## src/line_edit_buffer_top_assert.svh

```systemverilog
// Assertion macros for the line edit buffer.
// Needs clk and rst_n in the scope of the module that uses them.
`ifndef LINE_EDIT_BUFFER_TOP_ASSERT_SVH
`define LINE_EDIT_BUFFER_TOP_ASSERT_SVH
`ifndef NO_ASSERTIONS
// Property that must hold at every edge out of reset.
`define LEB_ASSERT(lbl, prop) \
    lbl: assert property (@(posedge clk) disable iff (!rst_n) (prop)) \
        else $error("line edit buffer check failed");
// Condition in one cycle implies a consequence in the next.
`define LEB_ASSERT_NEXT(lbl, ante, cons) \
    lbl: assert property (@(posedge clk) disable iff (!rst_n) (ante) |=> (cons)) \
        else $error("line edit buffer sequence check failed");
`else
`define LEB_ASSERT(lbl, prop)
`define LEB_ASSERT_NEXT(lbl, ante, cons)
`endif
`endif

```

## src/leb_pkg.sv

```systemverilog
// Shared types and constants for the line edit buffer.
// No dependencies; imported by the top level and by leb_ctrl.
`default_nettype none

package leb_pkg;

    localparam int LINE_DEPTH = 64;
    localparam int IDX_W      = (LINE_DEPTH > 1) ? $clog2(LINE_DEPTH) : 1;
    localparam int CAP_W      = 7;
    localparam int POS_W      = 6;
    localparam int CHAR_W     = 8;
    localparam int MODE_W     = 4;

    localparam int IN_DATA_W  = 8;
    localparam int IN_USER_W  = 4;
    localparam int OUT_DATA_W = 32;
    localparam int OUT_USER_W = 3;

    localparam logic [CAP_W-1:0]  CAP_RESET = 7'd64;
    localparam logic [CHAR_W-1:0] CHAR_LO   = 8'h20;
    localparam logic [CHAR_W-1:0] CHAR_HI   = 8'h7E;

    // key modes
    localparam logic [MODE_W-1:0] M_START   = 4'd0;
    localparam logic [MODE_W-1:0] M_PRELOAD = 4'd1;
    localparam logic [MODE_W-1:0] M_TYPED   = 4'd2;
    localparam logic [MODE_W-1:0] M_ESC     = 4'd3;
    localparam logic [MODE_W-1:0] M_ENTER   = 4'd4;
    localparam logic [MODE_W-1:0] M_LEFT    = 4'd5;
    localparam logic [MODE_W-1:0] M_RIGHT   = 4'd6;
    localparam logic [MODE_W-1:0] M_BKSP    = 4'd7;
    localparam logic [MODE_W-1:0] M_DEL     = 4'd8;

    typedef enum logic [2:0] {
        ST_IDLE,
        ST_DECODE,
        ST_MOVE,
        ST_INSERT,
        ST_FINISH,
        ST_ENTER
    } state_t;

    typedef struct packed {
        logic              done_res;
        logic              accepted;
        logic              illegal_key;
        logic [POS_W-1:0]  cursor_pos;
        logic [POS_W-1:0]  line_length;
        logic [CHAR_W-1:0] char_out;
        logic [POS_W-1:0]  char_index;
        logic              last;
    } result_t;

    typedef struct packed {
        logic              we;
        logic [IDX_W-1:0]  waddr;
        logic [CHAR_W-1:0] wdata;
        logic              re;
        logic [IDX_W-1:0]  raddr;
    } mem_req_t;

endpackage

`default_nettype wire

```

## src/line_edit_buffer_top.sv

```systemverilog
// Top level of the line edit buffer: stream ports, capacity register,
// result register. Depends on leb_pkg, leb_ctrl and leb_line_ram.
//
// Usage:
//   Keys arrive on the s_axis channel, one transaction per key: tuser carries
//   the mode (start, preload, typed, escape, enter, left, right, backspace,
//   delete), tdata the character. Results leave on m_axis. Every key gives
//   one result with tlast set, except enter, which streams one result per
//   held character (tlast on the final one), or one result on an empty line.
//   The user writes the capacity register (cfg) only while idle; not enforced.
// Timing:
//   One key is in flight at a time. A key that moves and streams no characters
//   passes from decode to finish, where its result is registered; the next
//   key is taken back in idle. Insert, backspace and delete shift the tail
//   one character per cycle through the line RAM (insert then writes the
//   key) before finish registers the result. Enter streams one character
//   per cycle while the output register is free.
// Reset:
//   Empty line, cursor 0, first-key flag armed, capacity 64. The line RAM
//   is not cleared; only written slots are ever read.
// Back-pressure:
//   A held result waits in the output register; the next key is still taken
//   and processed up to its own result, which waits until the register frees.
`default_nettype none

module line_edit_buffer_top (
    input  wire logic                              clk,
    input  wire logic                              rst_n,
    // key channel
    input  wire logic                              s_axis_tvalid,
    output logic                                   s_axis_tready,
    input  wire logic [leb_pkg::IN_DATA_W-1:0]     s_axis_tdata,  // [7:0] key_char
    input  wire logic [leb_pkg::IN_USER_W-1:0]     s_axis_tuser,  // [3:0] mode
    // result channel
    output logic                                   m_axis_tvalid,
    input  wire logic                              m_axis_tready,
    // [5:0] cursor_pos, [11:6] line_length, [19:12] char_out,
    // [25:20] char_index, [31:26] zero
    output logic      [leb_pkg::OUT_DATA_W-1:0]    m_axis_tdata,
    // [0] done_res, [1] accepted, [2] illegal_key
    output logic      [leb_pkg::OUT_USER_W-1:0]    m_axis_tuser,
    output logic                                   m_axis_tlast,
    // capacity write channel
    input  wire logic                              cfg_valid,
    output logic                                   cfg_ready,
    input  wire logic [leb_pkg::CAP_W-1:0]         cfg_data
);

    import leb_pkg::*;

    logic [CAP_W-1:0]  cap_reg, cap_next;
    logic              out_valid_reg, out_valid_next;
    result_t           out_res_reg;
    logic              out_free;
    logic              push;
    result_t           res;
    mem_req_t          mem;
    logic [CHAR_W-1:0] rd_data;

    // capacity register; writes are always taken
    assign cfg_ready = 1'b1;
    assign cap_next  = (cfg_valid && cfg_ready) ? cfg_data : cap_reg;

    // output register frees when empty or being drained this cycle
    assign out_free       = !out_valid_reg || m_axis_tready;
    assign out_valid_next = push || (out_valid_reg && !m_axis_tready);

    always_ff @(posedge clk or negedge rst_n)
    begin
        if (!rst_n)
        begin
            cap_reg       <= CAP_RESET;
            out_valid_reg <= 1'b0;
        end
        else
        begin
            cap_reg       <= cap_next;
            out_valid_reg <= out_valid_next;
        end
    end

    always_ff @(posedge clk)
    begin
        if (push)
        begin
            out_res_reg <= res;
        end
    end

    leb_ctrl u_ctrl (
        .clk      (clk),
        .rst_n    (rst_n),
        .in_valid (s_axis_tvalid),
        .in_ready (s_axis_tready),
        .in_mode  (s_axis_tuser[MODE_W-1:0]),
        .in_key   (s_axis_tdata[CHAR_W-1:0]),
        .cap      (cap_reg),
        .out_free (out_free),
        .push     (push),
        .res      (res),
        .mem      (mem),
        .rd_data  (rd_data)
    );

    leb_line_ram #(
        .DEPTH (LINE_DEPTH),
        .WIDTH (CHAR_W)
    ) u_line_ram (
        .clk   (clk),
        .we    (mem.we),
        .waddr (mem.waddr),
        .wdata (mem.wdata),
        .re    (mem.re),
        .raddr (mem.raddr),
        .rdata (rd_data)
    );

    assign m_axis_tvalid = out_valid_reg;
    assign m_axis_tdata  = OUT_DATA_W'({out_res_reg.char_index, out_res_reg.char_out,
                                        out_res_reg.line_length, out_res_reg.cursor_pos});
    assign m_axis_tuser  = {out_res_reg.illegal_key, out_res_reg.accepted,
                            out_res_reg.done_res};
    assign m_axis_tlast  = out_res_reg.last;

endmodule

`default_nettype wire

```

## src/leb_line_ram.sv

```systemverilog
// Generic simple dual-port RAM, one write and one registered read port.
// Standalone; sized by its parameters.
`default_nettype none

module leb_line_ram #(
    parameter int DEPTH = 64,
    parameter int WIDTH = 8
) (
    input  wire logic                                      clk,
    input  wire logic                                      we,
    input  wire logic [((DEPTH > 1) ? $clog2(DEPTH) : 1)-1:0] waddr,
    input  wire logic [WIDTH-1:0]                          wdata,
    input  wire logic                                      re,
    input  wire logic [((DEPTH > 1) ? $clog2(DEPTH) : 1)-1:0] raddr,
    output logic      [WIDTH-1:0]                          rdata
);

    logic [WIDTH-1:0] mem [DEPTH];

    always_ff @(posedge clk)
    begin
        if (we)
        begin
            mem[waddr] <= wdata;
        end
    end

    // read data holds when no read is issued
    always_ff @(posedge clk)
    begin
        if (re)
        begin
            rdata <= mem[raddr];
        end
    end

endmodule

`default_nettype wire

```

## src/leb_ctrl.sv

```systemverilog
// Edit sequencer: decodes keys, moves line characters through the RAM,
// streams the accepted line. Depends on leb_pkg and the assertion header.
`default_nettype none
`include "line_edit_buffer_top_assert.svh"

module leb_ctrl (
    input  wire logic                          clk,
    input  wire logic                          rst_n,
    input  wire logic                          in_valid,
    output logic                               in_ready,
    input  wire logic [leb_pkg::MODE_W-1:0]    in_mode,
    input  wire logic [leb_pkg::CHAR_W-1:0]    in_key,
    input  wire logic [leb_pkg::CAP_W-1:0]     cap,
    input  wire logic                          out_free,
    output logic                               push,
    output leb_pkg::result_t                   res,
    output leb_pkg::mem_req_t                  mem,
    input  wire logic [leb_pkg::CHAR_W-1:0]    rd_data
);

    import leb_pkg::*;

    state_t             state_reg, state_next;
    logic [MODE_W-1:0]  mode_reg;
    logic [CHAR_W-1:0]  key_reg;
    logic [IDX_W-1:0]   cur_reg, cur_next;
    logic [IDX_W-1:0]   len_reg, len_next;
    logic               first_reg, first_next;
    logic [IDX_W-1:0]   mv_src_reg, mv_src_next;
    logic [IDX_W-1:0]   mv_cnt_reg, mv_cnt_next;
    logic               mv_right_reg, mv_right_next;
    logic               wpend_reg, wpend_next;
    logic [IDX_W-1:0]   wdst_reg, wdst_next;
    logic               ins_reg, ins_next;
    logic [IDX_W-1:0]   ins_addr_reg, ins_addr_next;
    logic [IDX_W-1:0]   em_idx_reg, em_idx_next;
    logic               rdv_reg, rdv_next;
    logic               rdone_reg, rdone_next;
    logic               racc_reg, racc_next;
    logic               rill_reg, rill_next;

    // decode of the held key
    logic [CAP_W-1:0]   cap_eff;
    logic [IDX_W-1:0]   l0, c0, c_right;
    logic               printable, room_len, room_l0;
    logic [IDX_W-1:0]   dec_cur, dec_len, dec_src, dec_cnt;
    logic               dec_first, dec_done, dec_acc, dec_ill;
    logic               dec_move, dec_ins, dec_wr, dec_right, dec_enter;
    logic               em_last, mv_busy;

    always_comb
    begin
        cap_eff   = (cap > CAP_W'(LINE_DEPTH)) ? CAP_W'(LINE_DEPTH) : cap;
        l0        = first_reg ? '0 : len_reg;
        c0        = first_reg ? '0 : cur_reg;
        c_right   = first_reg ? ((len_reg != '0) ? len_reg - IDX_W'(1) : '0) : cur_reg;
        printable = (key_reg >= CHAR_LO) && (key_reg <= CHAR_HI);
        room_len  = (CAP_W'(len_reg) + CAP_W'(1)) < cap_eff;
        room_l0   = (CAP_W'(l0) + CAP_W'(1)) < cap_eff;

        dec_cur   = cur_reg;
        dec_len   = len_reg;
        dec_first = first_reg;
        dec_done  = 1'b0;
        dec_acc   = 1'b0;
        dec_ill   = 1'b0;
        dec_move  = 1'b0;
        dec_ins   = 1'b0;
        dec_wr    = 1'b0;
        dec_right = 1'b0;
        dec_enter = 1'b0;
        dec_src   = cur_reg;
        dec_cnt   = '0;

        unique case (mode_reg)
            M_START:
            begin
                dec_cur   = '0;
                dec_len   = '0;
                dec_first = 1'b1;
            end
            M_PRELOAD:
            begin
                if ((key_reg != '0) && room_len)
                begin
                    dec_wr  = 1'b1;
                    dec_len = len_reg + IDX_W'(1);
                end
            end
            M_TYPED:
            begin
                dec_first = 1'b0;
                if (!printable)
                begin
                    dec_ill = 1'b1;
                end
                else
                begin
                    dec_cur = c0;
                    dec_len = l0;
                    if (room_l0)
                    begin
                        // shift tail right from the end, then drop the key in
                        dec_move  = 1'b1;
                        dec_ins   = 1'b1;
                        dec_right = 1'b1;
                        dec_src   = l0 - IDX_W'(1);
                        dec_cnt   = l0 - c0;
                        dec_cur   = c0 + IDX_W'(1);
                        dec_len   = l0 + IDX_W'(1);
                    end
                end
            end
            M_ESC:
            begin
                dec_first = 1'b0;
                dec_cur   = '0;
                dec_done  = 1'b1;
            end
            M_ENTER:
            begin
                dec_first = 1'b0;
                dec_cur   = len_reg;
                dec_done  = 1'b1;
                dec_acc   = 1'b1;
                dec_enter = (len_reg != '0);
            end
            M_LEFT:
            begin
                dec_first = 1'b0;
                dec_cur   = (c0 != '0) ? c0 - IDX_W'(1) : c0;
            end
            M_RIGHT:
            begin
                dec_first = 1'b0;
                dec_cur   = (c_right < len_reg) ? c_right + IDX_W'(1) : c_right;
            end
            M_BKSP:
            begin
                dec_first = 1'b0;
                if (first_reg)
                begin
                    dec_cur = '0;
                    dec_len = '0;
                end
                else if (cur_reg != '0)
                begin
                    dec_move = 1'b1;
                    dec_src  = cur_reg;
                    dec_cnt  = len_reg - cur_reg;
                    dec_cur  = cur_reg - IDX_W'(1);
                    dec_len  = len_reg - IDX_W'(1);
                end
            end
            M_DEL:
            begin
                dec_first = 1'b0;
                if (first_reg)
                begin
                    dec_cur = '0;
                    dec_len = '0;
                end
                else if (cur_reg < len_reg)
                begin
                    dec_move = 1'b1;
                    dec_src  = cur_reg + IDX_W'(1);
                    dec_cnt  = len_reg - cur_reg - IDX_W'(1);
                    dec_len  = len_reg - IDX_W'(1);
                end
            end
            default:
            begin
                dec_first = first_reg;
            end
        endcase
    end

    assign em_last = (em_idx_reg == len_reg - IDX_W'(1));
    assign mv_busy = (mv_cnt_reg != '0) || wpend_reg;

    // next state
    always_comb
    begin
        state_next = state_reg;
        unique case (state_reg)
            ST_IDLE:
            begin
                if (in_valid)
                begin
                    state_next = ST_DECODE;
                end
            end
            ST_DECODE:
            begin
                if (dec_move)
                begin
                    state_next = ST_MOVE;
                end
                else if (dec_enter)
                begin
                    state_next = ST_ENTER;
                end
                else
                begin
                    state_next = ST_FINISH;
                end
            end
            ST_MOVE:
            begin
                if (!mv_busy)
                begin
                    state_next = ins_reg ? ST_INSERT : ST_FINISH;
                end
            end
            ST_INSERT:
            begin
                state_next = ST_FINISH;
            end
            ST_FINISH:
            begin
                if (out_free)
                begin
                    state_next = ST_IDLE;
                end
            end
            ST_ENTER:
            begin
                if (rdv_reg && out_free && em_last)
                begin
                    state_next = ST_IDLE;
                end
            end
            default:
            begin
                state_next = ST_IDLE;
            end
        endcase
    end

    // outputs
    always_comb
    begin
        in_ready        = 1'b0;
        push            = 1'b0;
        res.done_res    = rdone_reg;
        res.accepted    = racc_reg;
        res.illegal_key = rill_reg;
        res.cursor_pos  = POS_W'(cur_reg);
        res.line_length = POS_W'(len_reg);
        res.char_out    = '0;
        res.char_index  = '0;
        res.last        = 1'b1;
        mem.we          = 1'b0;
        mem.waddr       = wdst_reg;
        mem.wdata       = rd_data;
        mem.re          = 1'b0;
        mem.raddr       = mv_src_reg;
        unique case (state_reg)
            ST_IDLE:
            begin
                in_ready = 1'b1;
            end
            ST_DECODE:
            begin
                // preload appends in place
                mem.we    = dec_wr;
                mem.waddr = len_reg;
                mem.wdata = key_reg;
            end
            ST_MOVE:
            begin
                mem.re = (mv_cnt_reg != '0);
                mem.we = wpend_reg;
            end
            ST_INSERT:
            begin
                mem.we    = 1'b1;
                mem.waddr = ins_addr_reg;
                mem.wdata = key_reg;
            end
            ST_FINISH:
            begin
                push = out_free;
            end
            ST_ENTER:
            begin
                push           = rdv_reg && out_free;
                res.char_out   = rd_data;
                res.char_index = POS_W'(em_idx_reg);
                res.last       = em_last;
                mem.re         = !rdv_reg || (out_free && !em_last);
                mem.raddr      = rdv_reg ? em_idx_reg + IDX_W'(1) : em_idx_reg;
            end
            default:
            begin
                in_ready = 1'b0;
            end
        endcase
    end

    // datapath next values
    always_comb
    begin
        cur_next      = cur_reg;
        len_next      = len_reg;
        first_next    = first_reg;
        mv_src_next   = mv_src_reg;
        mv_cnt_next   = mv_cnt_reg;
        mv_right_next = mv_right_reg;
        wpend_next    = wpend_reg;
        wdst_next     = wdst_reg;
        ins_next      = ins_reg;
        ins_addr_next = ins_addr_reg;
        em_idx_next   = em_idx_reg;
        rdv_next      = rdv_reg;
        rdone_next    = rdone_reg;
        racc_next     = racc_reg;
        rill_next     = rill_reg;
        case (state_reg)
            ST_DECODE:
            begin
                cur_next      = dec_cur;
                len_next      = dec_len;
                first_next    = dec_first;
                mv_src_next   = dec_src;
                mv_cnt_next   = dec_cnt;
                mv_right_next = dec_right;
                wpend_next    = 1'b0;
                ins_next      = dec_ins;
                ins_addr_next = c0;
                em_idx_next   = '0;
                rdv_next      = 1'b0;
                rdone_next    = dec_done;
                racc_next     = dec_acc;
                rill_next     = dec_ill;
            end
            ST_MOVE:
            begin
                // read one slot per cycle; write it one place over in the next cycle
                wpend_next = (mv_cnt_reg != '0);
                if (mv_cnt_reg != '0)
                begin
                    mv_cnt_next = mv_cnt_reg - IDX_W'(1);
                    mv_src_next = mv_right_reg ? mv_src_reg - IDX_W'(1)
                                               : mv_src_reg + IDX_W'(1);
                    wdst_next   = mv_right_reg ? mv_src_reg + IDX_W'(1)
                                               : mv_src_reg - IDX_W'(1);
                end
            end
            ST_ENTER:
            begin
                if (!rdv_reg)
                begin
                    rdv_next = 1'b1;
                end
                else if (out_free && !em_last)
                begin
                    em_idx_next = em_idx_reg + IDX_W'(1);
                end
            end
            default:
            begin
                rdv_next = rdv_reg;
            end
        endcase
    end

    always_ff @(posedge clk or negedge rst_n)
    begin
        if (!rst_n)
        begin
            state_reg  <= ST_IDLE;
            cur_reg    <= '0;
            len_reg    <= '0;
            first_reg  <= 1'b1;
            mv_cnt_reg <= '0;
            wpend_reg  <= 1'b0;
            ins_reg    <= 1'b0;
            rdv_reg    <= 1'b0;
        end
        else
        begin
            state_reg  <= state_next;
            cur_reg    <= cur_next;
            len_reg    <= len_next;
            first_reg  <= first_next;
            mv_cnt_reg <= mv_cnt_next;
            wpend_reg  <= wpend_next;
            ins_reg    <= ins_next;
            rdv_reg    <= rdv_next;
        end
    end

    always_ff @(posedge clk)
    begin
        if (in_valid && in_ready)
        begin
            mode_reg <= in_mode;
            key_reg  <= in_key;
        end
        mv_src_reg   <= mv_src_next;
        mv_right_reg <= mv_right_next;
        wdst_reg     <= wdst_next;
        ins_addr_reg <= ins_addr_next;
        em_idx_reg   <= em_idx_next;
        rdone_reg    <= rdone_next;
        racc_reg     <= racc_next;
        rill_reg     <= rill_next;
    end

    `LEB_ASSERT(a_cur_within_len, cur_reg <= len_reg)
    `LEB_ASSERT(a_no_rw_same_slot, !(mem.we && mem.re && (mem.waddr == mem.raddr)))
    `LEB_ASSERT_NEXT(a_last_ends_item, push && res.last, state_reg == ST_IDLE)

endmodule

`default_nettype wire
```

## config.mk

```make
export PLATFORM = sky130hd
export DESIGN_NAME = line_edit_buffer_top
export DESIGN_NICKNAME = d
export VERILOG_FILES = /design/src/leb_pkg.sv /design/src/line_edit_buffer_top.sv /design/src/leb_line_ram.sv /design/src/leb_ctrl.sv
export VERILOG_INCLUDE_DIRS = /design/src /design/src/src
export SDC_FILE = /design/constraint.sdc
export NUM_CORES = 1
export LEC_CHECK = 0
export BUFFER_PORTS_ARGS = -buffer_cell sky130_fd_sc_hd__buf_2
export CAP_MARGIN = 20
export CELL_PAD_IN_SITES_DETAIL_PLACEMENT = 1
export CELL_PAD_IN_SITES_GLOBAL_PLACEMENT = 1
export CORE_MARGIN = 4
export CORE_UTILIZATION = 35
export DETAILED_ROUTE_END_ITERATION = 16
export PLACE_DENSITY = 0.67
export SYNTH_ARGS = -nofsm -noshare
export SYNTH_HDL_FRONTEND = slang
export SYNTH_HIERARCHICAL = 1
export SYNTH_SLANG_ARGS = --single-unit
export TNS_END_PERCENT = 100
```

## constraint.sdc

```tcl
create_clock -name clk -period 6.85 [get_ports clk]
set_input_delay 1.0275 -clock clk [delete_from_list [all_inputs] [get_ports clk]]
set_output_delay 1.0275 -clock clk [all_outputs]
set_load 0.05 [all_outputs]
```

; Word level (Yosys, flattened, before mapping)
; Memory sizes are Yosys's and may differ from the RTL's. A register that Yosys moved wholly into a read port is not among the register bits.
; Cells that the tools add are included.
; W data, S select, Z words.
[classes]
add_sub_neg = 18
order_cmp = 7
n_eq_ne = 25
n_mux = 75
reduce_logical = 37
[op_table]
columns = op, count
row1 = $mux W6, 35
row2 = $pmux W6 S2, 4
row3 = $add A6 B1 Y6 const B, 7
row4 = $pmux W6 S7, 1
row5 = $sub A6 B1 Y6 const B, 7
row6 = $pmux W6 S5, 1
row7 = $pmux W14 S2, 1
row8 = $reduce_bool A6 Y1, 4
row9 = $mux W3, 6
row10 = $pmux W3 S6, 1
row11 = $pmux W6 S3, 1
row12 = $mux W1, 17
row13 = $eq A4 B3 Y1 const B, 4
row14 = $add A6 B1 Y7 const B, 2
row15 = $lt A7 B7 Y1, 2
row16 = $ne A2 B1 Y1 const B, 7
row17 = $lt A6 B6 Y1, 2
row18 = $sub A6 B6 Y6, 2
row19 = $pmux W1 S2, 5
row20 = $eq A4 B2 Y1 const B, 2
row21 = $ge A8 B6 Y1 const B, 1
row22 = $le A8 B7 Y1 const B, 1
row23 = $reduce_and A4 Y1, 2
row24 = $reduce_bool A8 Y1, 1
row25 = 24 further kinds, 46
[totals]
register_bits = 103
mem_bits_rw = 512
input_bits = 24
elab_cells = 191
mem_count = 1
[memory_table]
columns = memory, words, word_bits, read_ports, rd_clocked_by_memory_dff, write_ports, line_no
row1 = u_line_ram.mem, 64, 8, 1, 1, 1, leb_line_ram.sv:18  ; logic [WIDTH-1:0] mem [DEPTH];

; Logic depth before layout (Yosys ltp)
[logic_depth]
word_depth = 9
ltp_mapped = 16

; Cells and area by module
; Netlist, hierarchy kept.
[by_module_without_submodules]
columns = module, n_inst, cells_each, area_each_um2, seq_area_each_um2
row1 = leb_line_ram, 1, 931, 20174.3, 15615.0
row2 = leb_ctrl, 1, 738, 6143.4, 1828.0
row3 = line_edit_buffer_top, 1, 57, 1291.2, 1102.3

; Worst setup path before layout
; Ideal clock, no wire load.
[synth_path]
kind = input-to-reg
from = in m_axis_tready
to = reg out_res_reg, in the netlist m_axis_tdata[0] (enable)
t_arrival_ns = 6.112
t_required_ns = 6.267
setup_slack_ns = 0.155
cell_stages = 3
path_buffers = 0
cell_sequence = nand2b_1 inv_1 a2111oi_0
[synth_between]
elab_chain_len = 3
[synth_lines]
columns = item, line_no
row1 = from (decl), line_edit_buffer_top.sv:36  ; input wire logic m_axis_tready,
row2 = $logic_or A1 B1 Y1 (*), line_edit_buffer_top.sv:65  ; assign out_free = !out_valid_reg || m_axis_tready;
row3 = $logic_and A1 B1 Y1, leb_ctrl.sv:287  ; push = rdv_reg && out_free;
row4 = $pmux W1 S2 (*), leb_ctrl.sv:258  ; unique case (state_reg)
row5 = named net push, line_edit_buffer_top.sv:55  ; logic push;
row6 = to (signal assigned), line_edit_buffer_top.sv:86  ; out_res_reg <= res;
row7 = to (decl), line_edit_buffer_top.sv:53  ; result_t out_res_reg;
; The timed path passes the listed nets; every way through them passes the cells marked *.
; A chain may end at the register's enable or synchronous reset.

==> results.txt <==
The kind of critical path is reg2reg. TritonCTS built the clock tree. In the final routed layout, each cell accounts on average for 27.50 µm. The flip-flop count of the largest register, all copies and words added came out at 512. The detail route stage leaves a number of antenna-violating nets equal to 0. In this run the worst setup path terminates at u_line_ram/mem[50][7].

The share of layout cells above drive strength 1 works out to 0.1935. Setup violations remaining at the end of the flow were counted as 0. The max-slew violation count is 0. The first global-routing pass estimated 115.9 mm of wire. For this block, the routed nets add up to 79.09 mm of wire. The path class of the tightest hold or removal check is reg2reg.

The net count of the finished layout is 1849. The net switching power of the design was 6212 µW. For the proportion of power drawn by combinational gates, the log shows 0.410. In the routed design, unresolved DRC markers number 0. The logs give 0.8311 for the final estimated routing congestion in global placement and 0.04592 ns for the post-route clock skew.

The total CTS buffers came out at 68. The initial antenna violation count is 0, and the fraction of power spent switching nets is 0.3945. The height of the chip was 288.9 µm; the final worst-path setup slack was 1.508 ns. The final design area excluding fillers is 31270 µm², and the full die area is 83440 µm².

The worst slew margin relative to its limit is 0.2846. Setup repair after global routing left no endpoint under its margin. The number of rows in the core area is 102, and the number of fill cells is 7797.

The highest metal layer used by the detailed router was met4. The total I/O pin count was 63. The logs give 0.1883 for the global router's overall resource usage and 51.82 mm for the detailed placer's ending HPWL.

The logs give 0.236 for the clock share of power and 77850 µm² for the core area. After clock tree synthesis, the repair step resized 0 gates. The mean area per synthesized cell is 16.00 µm². The worst setup path is launched from a flop. The first detailed-routing pass took 5 iterations. After the first detailed-routing iteration, the DRC count stood at 1622. Compared with the post-synthesis result, the final layout area differs by 13.24%. edfxtp_1 takes more of the synthesized area than any other cell.

The synthesized design contains 623 register bits. The simple-gate area share of the yosys netlist is 0.07174, and the die span in x is 288.9 µm. The global-route congestion overflow total was 0; the total of hold buffers inserted after clock tree synthesis was 0.

The depth of the CTS H-tree came out at 3. For this run, the top clock speed supported by timing is 0.1872 GHz. The compound-gate portion of the synthesized area works out to 0.06571. The tree is rooted in a clkbuf_16. The starting density of the core is 0.3546. Across the run, the number of max-cap violations was 0.

The worst register-to-register path begins at u_ctrl/len_reg[0]. By area, the combinational part of the netlist is dominated by multiplexers. The pre-CTS worst setup slack was 1.417 ns; the total power divided by cell area was 503.6 nW/µm². For the final hold violation count, the log shows 0.

The detailed router put a total of 33.76 mm of wire on met1. Top flip-flop cell by instance count after synthesis: edfxtp_1. After clock tree synthesis, the clock-pin slew on the worst setup and hold paths is 0.06 ns. The most numerous cell in the Yosys netlist was edfxtp_1. The time the worst path needs with I/O delays and setup is 5.342 ns, and the deepest clock path buffer count is 3.

The pin count of the biggest net entering global routing was 96. The data arrival at the endpoint of the critical path came out at 5.57 ns. Counting instances in the post-synthesis netlist gives the leading cell types as edfxtp_1 (590), nor2_1 (134), mux4_2 (124). Buffers placed on the I/O ports in this run total 55. The via count of the first global-routing pass was 16650; the internal power of the cells was 9534 µW. Yosys mapped the design onto 82 distinct sky130hd cell types. The element type at the critical path end is a flop. The largest driver fanout on the critical path is 14, and the detailed route wirelength on metal2 is 37.65 mm.

The worst path required time was 7.08 ns. The arithmetic-cell share of the synthesized area counting full adders, half adders and majority gates is 0.02089. The origin of the worst setup path is u_ctrl/len_reg[0].

The logs give 28940 µm² for the area after detailed placement and 2744 for the cell total after placement. The share of the clock period used by the worst path was 0.7799; the reg2reg setup slack was 1.51 ns. The most flop-heavy register was u_line_ram/mem.

The run gives 0.01034 µW as the static leakage. Counting cells, the worst reg-to-reg path comes to 11. The total number of yosys warnings is 6.

The netlist area before placement came out at 27610 µm². The tools report the final core area utilization as 0.4016. The async set or reset register ratio after synthesis is 0.05297, and the post-CTS setup buffer count is 0. The multiplexer share of the synthesized area works out to 0.1243. The sequential share of the synthesized area is 0.6717, and the average vias per placed instance is 5.708. In this run the most critical hold path is launched from u_ctrl/racc_reg.

The share of the synthesized netlist area taken by xor and xnor gates was 0.01872; the number of clock sinks was 623. The routed via count was 16420. For the pin with the worst max-slew slack, the measured transition is 1.071 ns. The number of flops mapped to enable cells by yosys works out to 590. In this run the critical register-to-register path is captured at u_line_ram/mem[50][7].

The tools report the accumulated negative setup slack as 0 ns. The final cell count without fillers was 2876. After technology mapping, the gate count stands at 1726. Wire segments on met3 add up to 5.648 mm in the final route.

The relative contribution of sequential cells to total power was 0.355; the area share of the largest cell type after synthesis was 0.6417. IR analysis of the VDD net gives a maximum drop of 367.3 µV. The run finished with clean final reports.

Ranked by total cell area, the synthesized netlist is headed by edfxtp_1 (64%), mux4_2 (10%), dfrtp_1 (2.8%). For the clock network latency to the later pin of the worst-skew pair, the log shows 0.63 ns.
[worst max-delay path: stages (launching register included)]
cell      delay [ns]
dfrtp_1         0.75
nand3_1         0.28
nor3_1          0.47
xnor2_1         0.21
ha_1            0.28
and3_1          0.16
o31ai_1         0.07
a21boi_0        0.23
o21a_1          0.25
nor2_1          0.68
nand4b_1        0.61
nor3_1          1.00
[placed cells by master (no fill, tap or decap), drive strengths merged, types with 13 or more instances in the layout]
master,n
a211oi,13
a21oi,45
a22oi,21
and3,22
buf,84
clkbuf,89
clkinv,28
dfrtp,31
edfxtp,590
ha,42
inv,48
mux2,19
mux2i,29
mux4,128
nand2,73
nand2b,16
nand3,30
nand4,14
nor2,134
nor3,35
o21ai,53
o22ai,32
o31ai,15
xnor2,39
xor2,20
[per-stage QoR]
step / hold WS (ns) / power [µW]
after CTS: 0.4194 / 15850
after floorplan: 0.4196 / 9811
after detailed placement: 0.4088 / 12100
final: 0.4147 / 15750
after global placement: 0.4060 / 11980
after global routing: 0.4308 / 16500
[power by group through the flow]
stage / clock, µW / sequential, µW / combinational, µW
2_1_floorplan: 0 / 5640 / 4170
3_3_place_gp: 0 / 5650 / 6330
3_5_place_dp: 0 / 5660 / 6440
4_1_cts: 3790 / 5580 / 6480
5_1_grt: 3980 / 5630 / 6890
6_report: 3710 / 5590 / 6450
[metal layers]
layer  vias up  GRT usage
met4         0    0.05090
li1       6961          -
met3       121    0.04052
met1      8657     0.2606
met2       676     0.3036
met5         -          0
[how the worst min path moves through the flow]
stage	to	slack, ns	cells past startpoint
finish	m_axis_tuser[1]	0.41	0
floorplan	m_axis_tdata[4]	0.42	0
CTS	m_axis_tuser[1]	0.42	0
detailed placement	m_axis_tuser[2]	0.41	0
global route	m_axis_tuser[2]	0.43	0
global placement	m_axis_tuser[2]	0.41	0
[cell families after synthesis]
logic type,after synthesis
other cells,2
compound gates,268
mux,176
fa+ha+maj,45
simple gates,398
flops,623
buf+inv,155
xor+xnor,59
[cell type report]
| cell class | count | area [µm²] | share of cell area |
|---|---|---|---|
| antenna | 1 | 2.502 | 0.00008004 |
| inverter | 46 | 172.7 | 0.005523 |
| tap | 1040 | 1301 | 0.04162 |
| multi-input combinational | 953 | 8417 | 0.2692 |
| timing repair buffer | 89 | 548.0 | 0.01753 |
| clock inverter | 40 | 495.5 | 0.01585 |
| clock buffer | 84 | 1783 | 0.05703 |
| sequential | 623 | 18550 | 0.5932 |
Note: power is estimated with default switching activity, not from simulation.
